--- config.mk ---
export PLATFORM = sky130hd
export DESIGN_NAME = multi_slot_heartbeat_watchdog_core
export DESIGN_NICKNAME = d
export VERILOG_FILES = /design/src/hw/rtl/mshw_pkg.sv /design/src/hw/rtl/multi_slot_heartbeat_watchdog_core.sv /design/src/hw/rtl/mshw_cell.sv
export SDC_FILE = /design/constraint.sdc
export NUM_CORES = 2
export LEC_CHECK = 0
export BUFFER_PORTS_ARGS = -buffer_cell sky130_fd_sc_hd__buf_2
export CORE_MARGIN = 2
export CORE_UTILIZATION = 50
export CTS_CLUSTER_DIAMETER = 50
export DETAILED_ROUTE_END_ITERATION = 8
export GPL_TIMING_DRIVEN = 0
export PLACE_DENSITY = 0.7
export SLEW_MARGIN = 10
export SYNTH_ARGS = -nofsm -noshare
export SYNTH_HDL_FRONTEND = slang
export SYNTH_SLANG_ARGS = --single-unit
--- constraint.sdc ---
create_clock -name i_clk -period 99.8 [get_ports i_clk]
set_clock_uncertainty 0.2 [all_clocks]
set_input_delay 14.97 -clock i_clk [delete_from_list [all_inputs] [get_ports i_clk]]
set_output_delay 14.97 -clock i_clk [all_outputs]
set_load 0.05 [all_outputs]
--- src/hw/rtl/mshw_pkg.sv ---
// Shared types, constants and codes for the multi-slot heartbeat watchdog.
// Used by the slot cell, the top level and the port checker.
package mshw_pkg;

    localparam int SLOTS       = 16;
    localparam int IDX_W       = (SLOTS > 1) ? $clog2(SLOTS) : 1;
    localparam int MAX_REPORTS = 16;

    localparam logic [15:0] SWEEP_RESET = 16'd1000;

    localparam logic [2:0] ACT_REG_STALL    = 3'd0;
    localparam logic [2:0] ACT_REG_PERIODIC = 3'd1;
    localparam logic [2:0] ACT_HEARTBEAT    = 3'd2;
    localparam logic [2:0] ACT_UNREGISTER   = 3'd3;
    localparam logic [2:0] ACT_TICK         = 3'd4;
    localparam logic [2:0] ACT_QUERY        = 3'd5;

    localparam logic [1:0] ST_OK      = 2'd0;
    localparam logic [1:0] ST_FULL    = 2'd1;
    localparam logic [1:0] ST_BAD_ARG = 2'd2;
    localparam logic [1:0] ST_IGNORED = 2'd3;

    typedef struct packed {
        logic [2:0]  action;
        logic [3:0]  slot;
        logic [31:0] period;
    } t_in_item;

    typedef struct packed {
        logic [1:0]  status;
        logic [3:0]  result_slot;
        logic        fire;
        logic [47:0] fire_beat_time;
        logic [47:0] age;
        logic [31:0] deadline_out;
        logic [15:0] fire_total;
        logic        is_periodic;
        logic        stalled_now;
        logic        is_active;
        logic        last;
    } t_out_item;

    typedef struct packed {
        logic             active;
        logic             periodic;
        logic [31:0]      deadline;
        logic [47:0]      last_beat;
        logic             armed;
        logic [15:0]      count;
        logic [IDX_W-1:0] idx;
    } t_rec;

endpackage

--- src/hw/rtl/multi_slot_heartbeat_watchdog_core.sv ---
// Top level of the multi-slot heartbeat watchdog: a ring of slot cells and its controller.
// Depends on mshw_pkg and mshw_cell.
//
// Usage: commands arrive on the input channel (i_in_valid, o_in_stall, i_in_item) and
// results leave on the output channel (o_out_valid, i_out_stall, o_out_item). The
// sweep_interval register is written through i_cfg_valid, o_cfg_ready and i_cfg_data;
// a value of zero is stored as one.
// The slot records circulate through a ring of SLOTS cells. Each accepted item rotates
// the ring once, one slot per cycle unless the output stalls, starting with slot zero,
// and the controller updates the record at the head.
// The last result of an item is loaded once the ring has rotated through every slot and
// the controller has moved from S_RUN to S_FIN; output stalls can delay it. The next item
// is accepted the cycle after that last result is loaded, so items never overlap.
// A tick that sweeps emits one result per firing slot, in slot order, followed by a
// closing result with last set; every other item emits a single result with last set.
// While i_out_stall is high and a result is waiting, the ring holds still.
// Reset clears time, the sweep countdown and every slot's active flag.
module multi_slot_heartbeat_watchdog_core import mshw_pkg::*; (
    input  logic      i_clk,
    input  logic      i_rst_n,
    input  logic      i_in_valid,
    output logic      o_in_stall,
    input  t_in_item  i_in_item,
    output logic      o_out_valid,
    input  logic      i_out_stall,
    output t_out_item o_out_item,
    input  logic      i_cfg_valid,
    output logic      o_cfg_ready,
    input  logic [15:0] i_cfg_data
);

    localparam logic [1:0] S_IDLE = 2'd0;
    localparam logic [1:0] S_RUN  = 2'd1;
    localparam logic [1:0] S_FIN  = 2'd2;

    logic [1:0]       r_state;
    logic [IDX_W-1:0] r_cnt;
    logic [47:0]      r_now;
    logic [15:0]      r_cd;
    logic [15:0]      r_int;
    logic             r_sweep;
    logic             r_found;
    logic [4:0]       r_nrep;
    logic [2:0]       r_act;
    logic [3:0]       r_slot;
    logic [31:0]      r_period;
    t_out_item        r_res;
    t_out_item        r_out;
    logic             r_ov;

    t_rec chain [SLOTS];
    t_rec head;
    t_rec n_rec;
    t_out_item n_res;
    t_out_item n_fire;
    t_out_item n_start;
    t_out_item n_final;
    logic      n_sweep;
    logic      n_ov;
    logic      n_emit;
    logic      n_found;
    logic      step;
    logic      accept;
    logic      avail;
    logic      match;
    logic      due;
    logic      fired;
    logic [47:0] age;
    logic [47:0] when;

    assign head        = chain[SLOTS-1];
    assign o_in_stall  = (r_state != S_IDLE);
    assign accept      = i_in_valid && !o_in_stall;
    assign avail       = !r_ov || !i_out_stall;
    assign step        = (r_state == S_RUN) && avail;
    assign o_cfg_ready = 1'b1;
    assign o_out_valid = r_ov;
    assign o_out_item  = r_out;

    for (genvar k = 0; k < SLOTS; k++) begin : g_cell
        t_rec cell_in;
        if (k == 0) begin : g_first
            assign cell_in = n_rec;
        end else begin : g_rest
            assign cell_in = chain[k-1];
        end
        mshw_cell u_cell (
            .i_clk      (i_clk),
            .i_rst_n    (i_rst_n),
            .i_shift    (step),
            .i_idx_init (IDX_W'(SLOTS - 1 - k)),
            .i_rec      (cell_in),
            .o_rec      (chain[k])
        );
    end

    always_comb begin
        n_start = '0;
        n_sweep = (i_in_item.action == ACT_TICK) && (r_cd <= 16'd1);
        if (i_in_item.action == ACT_TICK) begin
            n_start = '0;
        end else if (i_in_item.action == ACT_REG_STALL ||
                     i_in_item.action == ACT_REG_PERIODIC) begin
            n_start.status = (i_in_item.period == 32'd0) ? ST_BAD_ARG : ST_FULL;
        end else if (i_in_item.action > ACT_QUERY) begin
            n_start.status = ST_IGNORED;
        end else if ({1'b0, i_in_item.slot} >= 5'(SLOTS)) begin
            n_start.status = ST_IGNORED;
        end else begin
            n_start.result_slot = i_in_item.slot;
        end
        n_final      = r_res;
        n_final.last = 1'b1;
    end

    always_comb begin
        age    = r_now - head.last_beat;
        due    = age >= {16'd0, head.deadline};
        match  = ({5'd0, r_slot} == 9'(head.idx));
        n_rec  = head;
        n_res  = r_res;
        n_fire = '0;
        n_emit = 1'b0;
        n_found = r_found;
        fired  = 1'b0;
        when   = r_now;
        case (r_act)
            ACT_REG_STALL, ACT_REG_PERIODIC: begin
                if (r_period != 32'd0 && !r_found && !head.active) begin
                    n_rec.active    = 1'b1;
                    n_rec.periodic  = (r_act == ACT_REG_PERIODIC);
                    n_rec.deadline  = r_period;
                    n_rec.last_beat = r_now;
                    n_rec.armed     = 1'b1;
                    n_rec.count     = 16'd0;
                    n_found           = 1'b1;
                    n_res.status      = ST_OK;
                    n_res.result_slot = 4'(head.idx);
                    n_res.deadline_out = r_period;
                    n_res.is_periodic = (r_act == ACT_REG_PERIODIC);
                    n_res.is_active   = 1'b1;
                end
            end
            ACT_HEARTBEAT: begin
                if (match) begin
                    if (head.active && !head.periodic) begin
                        n_rec.last_beat = r_now;
                        n_rec.armed     = 1'b1;
                    end else begin
                        n_res.status = ST_IGNORED;
                    end
                end
            end
            ACT_UNREGISTER: begin
                if (match) begin
                    n_rec.active = 1'b0;
                end
            end
            ACT_QUERY: begin
                if (match && head.active) begin
                    n_res.age          = age;
                    n_res.deadline_out = head.deadline;
                    n_res.fire_total   = head.count;
                    n_res.is_periodic  = head.periodic;
                    n_res.stalled_now  = !head.periodic && (age > {16'd0, head.deadline});
                    n_res.is_active    = 1'b1;
                end
            end
            ACT_TICK: begin
                if (r_sweep && head.active && due) begin
                    if (head.periodic) begin
                        n_rec.last_beat = r_now;
                        fired = 1'b1;
                    end else if (head.armed) begin
                        n_rec.armed = 1'b0;
                        when  = head.last_beat;
                        fired = 1'b1;
                    end
                end
                if (fired) begin
                    if (head.count != 16'hFFFF) begin
                        n_rec.count = head.count + 16'd1;
                    end
                    if (r_nrep < 5'(MAX_REPORTS)) begin
                        n_emit = 1'b1;
                        n_fire.result_slot    = 4'(head.idx);
                        n_fire.fire           = 1'b1;
                        n_fire.fire_beat_time = when;
                        n_fire.is_periodic    = head.periodic;
                    end
                end
            end
            default: begin
            end
        endcase
        n_ov = (r_ov && i_out_stall) || (step && n_emit) || ((r_state == S_FIN) && avail);
    end

    always_ff @(posedge i_clk) begin
        if (!i_rst_n) begin
            r_state <= S_IDLE;
            r_cnt   <= '0;
            r_now   <= 48'd0;
            r_cd    <= 16'd0;
            r_int   <= SWEEP_RESET;
            r_sweep <= 1'b0;
            r_found <= 1'b0;
            r_nrep  <= 5'd0;
            r_ov    <= 1'b0;
        end else begin
            if (i_cfg_valid && o_cfg_ready) begin
                r_int <= (i_cfg_data == 16'd0) ? 16'd1 : i_cfg_data;
            end
            r_ov <= n_ov;
            case (r_state)
                S_IDLE: begin
                    if (accept) begin
                        r_act    <= i_in_item.action;
                        r_slot   <= i_in_item.slot;
                        r_period <= i_in_item.period;
                        r_cnt    <= '0;
                        r_found  <= 1'b0;
                        r_nrep   <= 5'd0;
                        r_sweep  <= n_sweep;
                        r_res    <= n_start;
                        r_state  <= S_RUN;
                        if (i_in_item.action == ACT_TICK) begin
                            r_now <= r_now + 48'd1;
                            if (r_cd <= 16'd1) begin
                                r_cd <= r_int;
                            end else begin
                                r_cd <= r_cd - 16'd1;
                            end
                        end
                    end
                end
                S_RUN: begin
                    if (step) begin
                        r_res   <= n_res;
                        r_found <= n_found;
                        if (n_emit) begin
                            r_out  <= n_fire;
                            r_nrep <= r_nrep + 5'd1;
                        end
                        if (r_cnt == IDX_W'(SLOTS - 1)) begin
                            r_state <= S_FIN;
                        end else begin
                            r_cnt <= r_cnt + 1'b1;
                        end
                    end
                end
                S_FIN: begin
                    if (avail) begin
                        r_out   <= n_final;
                        r_state <= S_IDLE;
                    end
                end
                default: begin
                    r_state <= S_IDLE;
                end
            endcase
        end
    end

endmodule

--- src/hw/rtl/mshw_cell.sv ---
// One watchdog slot cell: holds one channel record and passes it on to the next cell.
// Depends on mshw_pkg for the record type.
module mshw_cell import mshw_pkg::*; (
    input  logic             i_clk,
    input  logic             i_rst_n,
    input  logic             i_shift,
    input  logic [IDX_W-1:0] i_idx_init,
    input  t_rec             i_rec,
    output t_rec             o_rec
);

    t_rec r_rec;

    always_ff @(posedge i_clk) begin
        if (!i_rst_n) begin
            r_rec.active <= 1'b0;
            r_rec.idx    <= i_idx_init;
        end else if (i_shift) begin
            r_rec <= i_rec;
        end
    end

    assign o_rec = r_rec;

endmodule

After elaboration in Yosys (flattened, before gate mapping). Index checks and enable logic that the tools add are counted. W data, S select, Z words.

Word-level logic and storage cells: 308. Output and inout bits: 158. Register bits: 2090. Input port bits: 60.

Multiplexer cells: 76. Eq/ne operators: 28. Add/subtract/negate cells: 6. Bitwise operators: 1. Reduce and logical (&&, ||, !) cells: 47. $lt $le $gt $ge: 5.

Operators with widths (count): $mux W155 (5); $pmux W155 S2 (2); $mux W48 (5); $mux W99 (2); $mux W53 (3); $mux W49 (3); $pmux W49 S3 (1); $mux W16 (5); $pmux W32 S2 (1); $add A48 B1 Y48 const B (1); $ge A48 B32 Y1 (1); $gt A48 B32 Y1 (1); $sub A48 B48 Y48 (1); $mux W33 (1); $logic_not A32 Y1 (1); $mux W32 (1); $pmux W16 S2 (1); $reduce_bool A32 Y1 (1); $mux W4 (6); $mux W1 (18); $mux W2 (9); $add A16 B1 Y16 const B (1); $le A16 B1 Y1 const B (1); $logic_not A16 Y1 (1); other kinds (39) (91).

Depth between registers and ports, before layout.
Depth after elaboration: 10. Gate-level depth with buffers: 24. Gate-level depth less buffers: 22.

Hierarchy. Synthesis repeated with hierarchy kept, for this count alone.

Cell total of the unflattened synthesis: 4252. Area total of the unflattened synthesis: 74275.0 sq um.

By module, submodules not included: mshw_cell (area each 3156.8 sq um, sequential area each 3083.0 sq um, times used 16, cells each 111); multi_slot_heartbeat_watchdog_core (area each 23766.5 sq um, sequential area each 10860.4 sq um, times used 1, cells each 2476).

Worst setup path after synthesis. No wires, ideal clock.

Kind: input to register. Start: in i_out_stall. End: reg g_cell[0].u_cell.r_rec (netlist bit g_cell[0].u_cell.o_rec[100]), enable pin. Stages: 7. Path slack: 51.454 ns. Setup time: 1.897 ns. Required time: 97.703 ns. Buffers on the path: 2. Arrival: 46.249 ns. Path through: nand2_1 > inv_1 > nor2_1 > clkbuf_1 > buf_1 > nand2_1 > inv_1.

Word-level cells in the longest chain between the ends: 4.

Ends and longest elaborated chain: start, declared (RTL line multi_slot_heartbeat_watchdog_core.sv:25) `input logic i_out_stall,`; $logic_not A1 Y1 (RTL line multi_slot_heartbeat_watchdog_core.sv:74) `assign avail = !r_ov || !i_out_stall;`; $logic_or A1 B1 Y1 (RTL line multi_slot_heartbeat_watchdog_core.sv:74); $logic_and A1 B1 Y1 (RTL line multi_slot_heartbeat_watchdog_core.sv:75) `assign step = (r_state == S_RUN) && avail;`; $reduce_and A2 Y1 (no line); end signal, assigned (RTL line mshw_cell.sv:19) `r_rec <= i_rec;`; end, declared (RTL line mshw_cell.sv:12) `t_rec r_rec;`.

No other way between the ends. A chain may end at the register's enable or synchronous reset.

Worst setup path in the final report.
Start: in i_out_stall. End: reg g_cell[9].u_cell.r_rec (netlist bit g_cell[9].u_cell.o_rec[46]), enable pin.

Word-level cells in the longest chain between the ends: 4.

Ends and longest elaborated chain (RTL line): $logic_not A1 Y1 (multi_slot_heartbeat_watchdog_core.sv:74); $logic_or A1 B1 Y1 (multi_slot_heartbeat_watchdog_core.sv:74); $logic_and A1 B1 Y1 (multi_slot_heartbeat_watchdog_core.sv:75); $reduce_and A2 Y1 (no line); end signal, assigned (mshw_cell.sv:19); end, declared (mshw_cell.sv:12).

No other way between the ends.

==> out/qor.txt <==
status: finished clean
post-detail-place hpwl: 105,000 um
Slew HR: 20.8%
Post-synth EDFFs: 1,867
share of layout cells above drive strength 1: 11.9%
Setup crit end: g_cell[9].u_cell.o_rec[46]
max-slew violations: 0
# placed instances: 6,683
Setup TNS Final: 0 ps
CP Launch Type: primary input
Initial Utilization: 50.5%
post-cts resize count: 0
Max Buffers Root-to-Sink: 3
Final setup viols: 0
Die X-Extent: 388 um
Clk Latency, worst-skew pair: 860 ps
I/O pin count: 218
DR iter-0 viols: 4,309
WHS: 157 ps
Worst-path clk slew: 60 ps
post-route ant nets: 0
die height: 388 um
largest net degree at the start of global routing: 132
CP required: 100,030 ps
Synth Cell Area: 73,800 sq um
Syn Nets: 4,672
DRT Pass-1 Iters: 6
initial antenna violation count: 27
DR WL/cell: 21.9 um
Port Buffers: 215
Seq/Total Area, Yosys: 80.7%
cell count after synthesis: 4,526
CTS tree: yes
worst reg2reg setup slack: 91,670 ps
CP Max Fanout: 131
H-tree depth: 4
fmax: 0.0512 GHz
fillers: 10,826
Setup crit start: i_out_stall
hold depth: 0
drc violations: 0
Unique masters post-synth: 75
area of the multi-input gates: 13,000 sq um
area grow syn2layout: 14.9%
GP Congestion: 0.911
ys async rst share: 0%
global-route wire length before repair: 228,000 um
clk sinks: 2,041
post-route cell area: 84,800 sq um
fin crit share: 19.6%
routed vias: 39,002
register area: 59,500 sq um
Total GRT Usage: 20.2%
worst reg2reg startpoint: g_cell[15].u_cell.o_rec[22]
Place WS: 79,440 ps
Setup Fix Bufs, Post-CTS: 0
fin cells: 7,066
Post-CTS Hold Buffers: 0
num rows: 140
post-layout util: 58.0%
worst min path class: reg2reg
DP Area: 78,000 sq um
Leakage Power: 28.5 nW
synth warn: 0
Fin. Hold Viols: 0
Tightest Pin Transition: 1180 ps
Synth Flop Type: edfxtp_1
critical path arrival: 19,760 ps
Syn Area/Cell: 16.3 sq um
die area: 151,000 sq um
maxcap violations: 0
Net count, final: 5,113
routed wire length: 154,000 um
r2r worst-path depth: 23
number of global-route vias before repair: 36,701
P per Cell Area: 21.0 nW/um^2
VDD IR max: 0.0172 mV
number of vias per cell: 5.52
Num CTS Buffers: 199
Yosys reg bits: 2,041
Root Buffer: clkbuf_16
CP Capture Type: flip-flop
Worst Setup Path Type: in2reg
post-route worst setup slack: 80,270 ps
Crit Reg-Reg Endpoint: o_out_item[38]
min Tclk post-route: 19,530 ps
RSZ-0062 raised after global routing: no
Core Area: 146,000 sq um
total grt overflow: 0
Pwr Total: 1.78 mW
## cells in the mapped netlist (11+ instances only)
master	n	area share [%]
o22ai_1	11	0.093
nand3_1	81	0.55
nor2_1	253	1.3
o21ai_1	11	0.075
a21oi_2	14	0.17
xor2_1	18	0.21
o21a_1	14	0.14
nor3_1	36	0.24
mux2i_1	82	1.1
xnor2_1	67	0.80
o221ai_1	51	0.61
nand2_1	400	2.0
o21ai_0	138	0.94
a21boi_0	55	0.56
ha_1	85	1.4
dfxtp_1	174	4.7
and3_1	20	0.17
nor4_1	35	0.30
or3_1	15	0.13
clkbuf_1	151	0.77
a21oi_1	267	1.8
inv_1	151	0.77
edfxtp_1	1867	76
and2_1	203	1.7
nand4_1	48	0.41
and4_1	12	0.14
buf_2	14	0.095
o211ai_1	14	0.14
buf_1	11	0.056
a2bb2oi_1	46	0.55
nor2b_1	16	0.14
a21o_1	29	0.30
## final cells by class
cell class / instances / share of cell area, %
flip-flops and latches: 2041 / 70.2
repair buffers: 240 / 2.03
clock inverters: 135 / 1.90
clock buffers: 235 / 6.09
multi-input cells: 2149 / 15.3
inverters: 152 / 0.682
well taps: 1917 / 2.83
plain buffers: 184 / 0.893
diodes: 13 / 0.0384
## registers in the layout, indices dropped and copies added, names as in the netlist
| signal | flops |
|---|---|
| r_period | 32 |
| o_out_valid | 1 |
| r_sweep | 1 |
| g_cell.u_cell.o_rec | 1648 |
| r_slot | 4 |
| n_final | 105 |
| r_cd | 16 |
| o_out_item | 155 |
| r_nrep | 5 |
| r_int | 16 |
| r_found | 1 |
| r_now | 48 |
| r_cnt | 4 |
| r_act | 3 |
| r_state | 2 |
## routing by layer
| metal | global-route usage (%) | up-vias | wire [um] |
|---|---|---|---|
| met2 | 28.9 | 1542 | 66900 |
| met1 | 30.7 | 19250 | 71200 |
| met4 | 7.11 | 8 | 4240 |
| met5 | 0 | - | 46 |
| li1 | - | 17921 | - |
| met3 | 4.47 | 281 | 12000 |
## where the power goes
part	internal, mW	switching (mW)
clock	0.429	0.326
combinational	0.0143	0.0396
sequential	0.962	0.00975
## placed cells by master (no fill, tap or decap), drive strengths merged, types with 10 or more instances in the layout
| master | netlist | final |
|---|---|---|
| o211ai | 14 | 14 |
| a21o | 29 | 29 |
| nand3 | 81 | 81 |
| nor2 | 253 | 253 |
| nor4 | 35 | 35 |
| nor2b | 16 | 16 |
| nand2 | 400 | 400 |
| mux2i | 82 | 82 |
| and4 | 12 | 12 |
| xnor2 | 67 | 67 |
| a2bb2oi | 46 | 46 |
| edfxtp | 1867 | 1867 |
| o21ai | 150 | 150 |
| clkbuf | 151 | 386 |
| buf | 33 | 273 |
| or3 | 15 | 15 |
| o221ai | 51 | 51 |
| and3 | 20 | 20 |
| nand4 | 48 | 48 |
| xor2 | 18 | 18 |
| clkinv | 1 | 95 |
| ha | 85 | 85 |
| nor3b | 10 | 10 |
| inv | 151 | 162 |
| diode | 0 | 13 |
| o22ai | 11 | 11 |
| o21a | 14 | 14 |
| clkinvlp | 0 | 10 |
| a21oi | 281 | 281 |
| a21boi | 55 | 55 |
| dfxtp | 174 | 174 |
| bufinv | 0 | 20 |
| nor3 | 37 | 37 |
| and2 | 203 | 203 |
| nand2b | 10 | 10 |
## logic make-up (layout without fill, tap and decap cells)
kind of cell    count (synthesis)  after routing  synth area share, %
compound gates                733            733                 6.34
xor+xnor                       85             85                 1.01
fa+ha+maj                      86             86                 1.47
buf+inv                       336            946                 1.80
flops                        2041           2041                 80.7
mux                            83             83                 1.13
other cells                     1             14              0.00508
simple gates                 1161           1161                 7.57
## how the worst min path moves through the flow
| stage | startpoint | endpoint | slack, ps |
|---|---|---|---|
| finish | g_cell[3].u_cell.o_rec[55] | g_cell[4].u_cell.o_rec[55] | 160 |
| global route | g_cell[3].u_cell.o_rec[55] | g_cell[4].u_cell.o_rec[55] | 170 |
| CTS | g_cell[8].u_cell.o_rec[18] | g_cell[9].u_cell.o_rec[18] | 160 |
| detailed placement | g_cell[9].u_cell.o_rec[26] | g_cell[10].u_cell.o_rec[26] | 200 |
| global placement | g_cell[0].u_cell.o_rec[40] | g_cell[1].u_cell.o_rec[40] | 200 |
| floorplan | g_cell[9].u_cell.o_rec[100] | g_cell[10].u_cell.o_rec[100] | 200 |
## worst max-delay path: stages
cell	delay (ps)
buf_2	120
nand2_1	190
inv_1	80
nor2_1	340
clkbuf_1	480
buf_1	470
nand2_1	320
inv_8	520
buf_16	440
buf_16	490
buf_16	500
buf_16	470
Power figures use the tool's default switching activity.
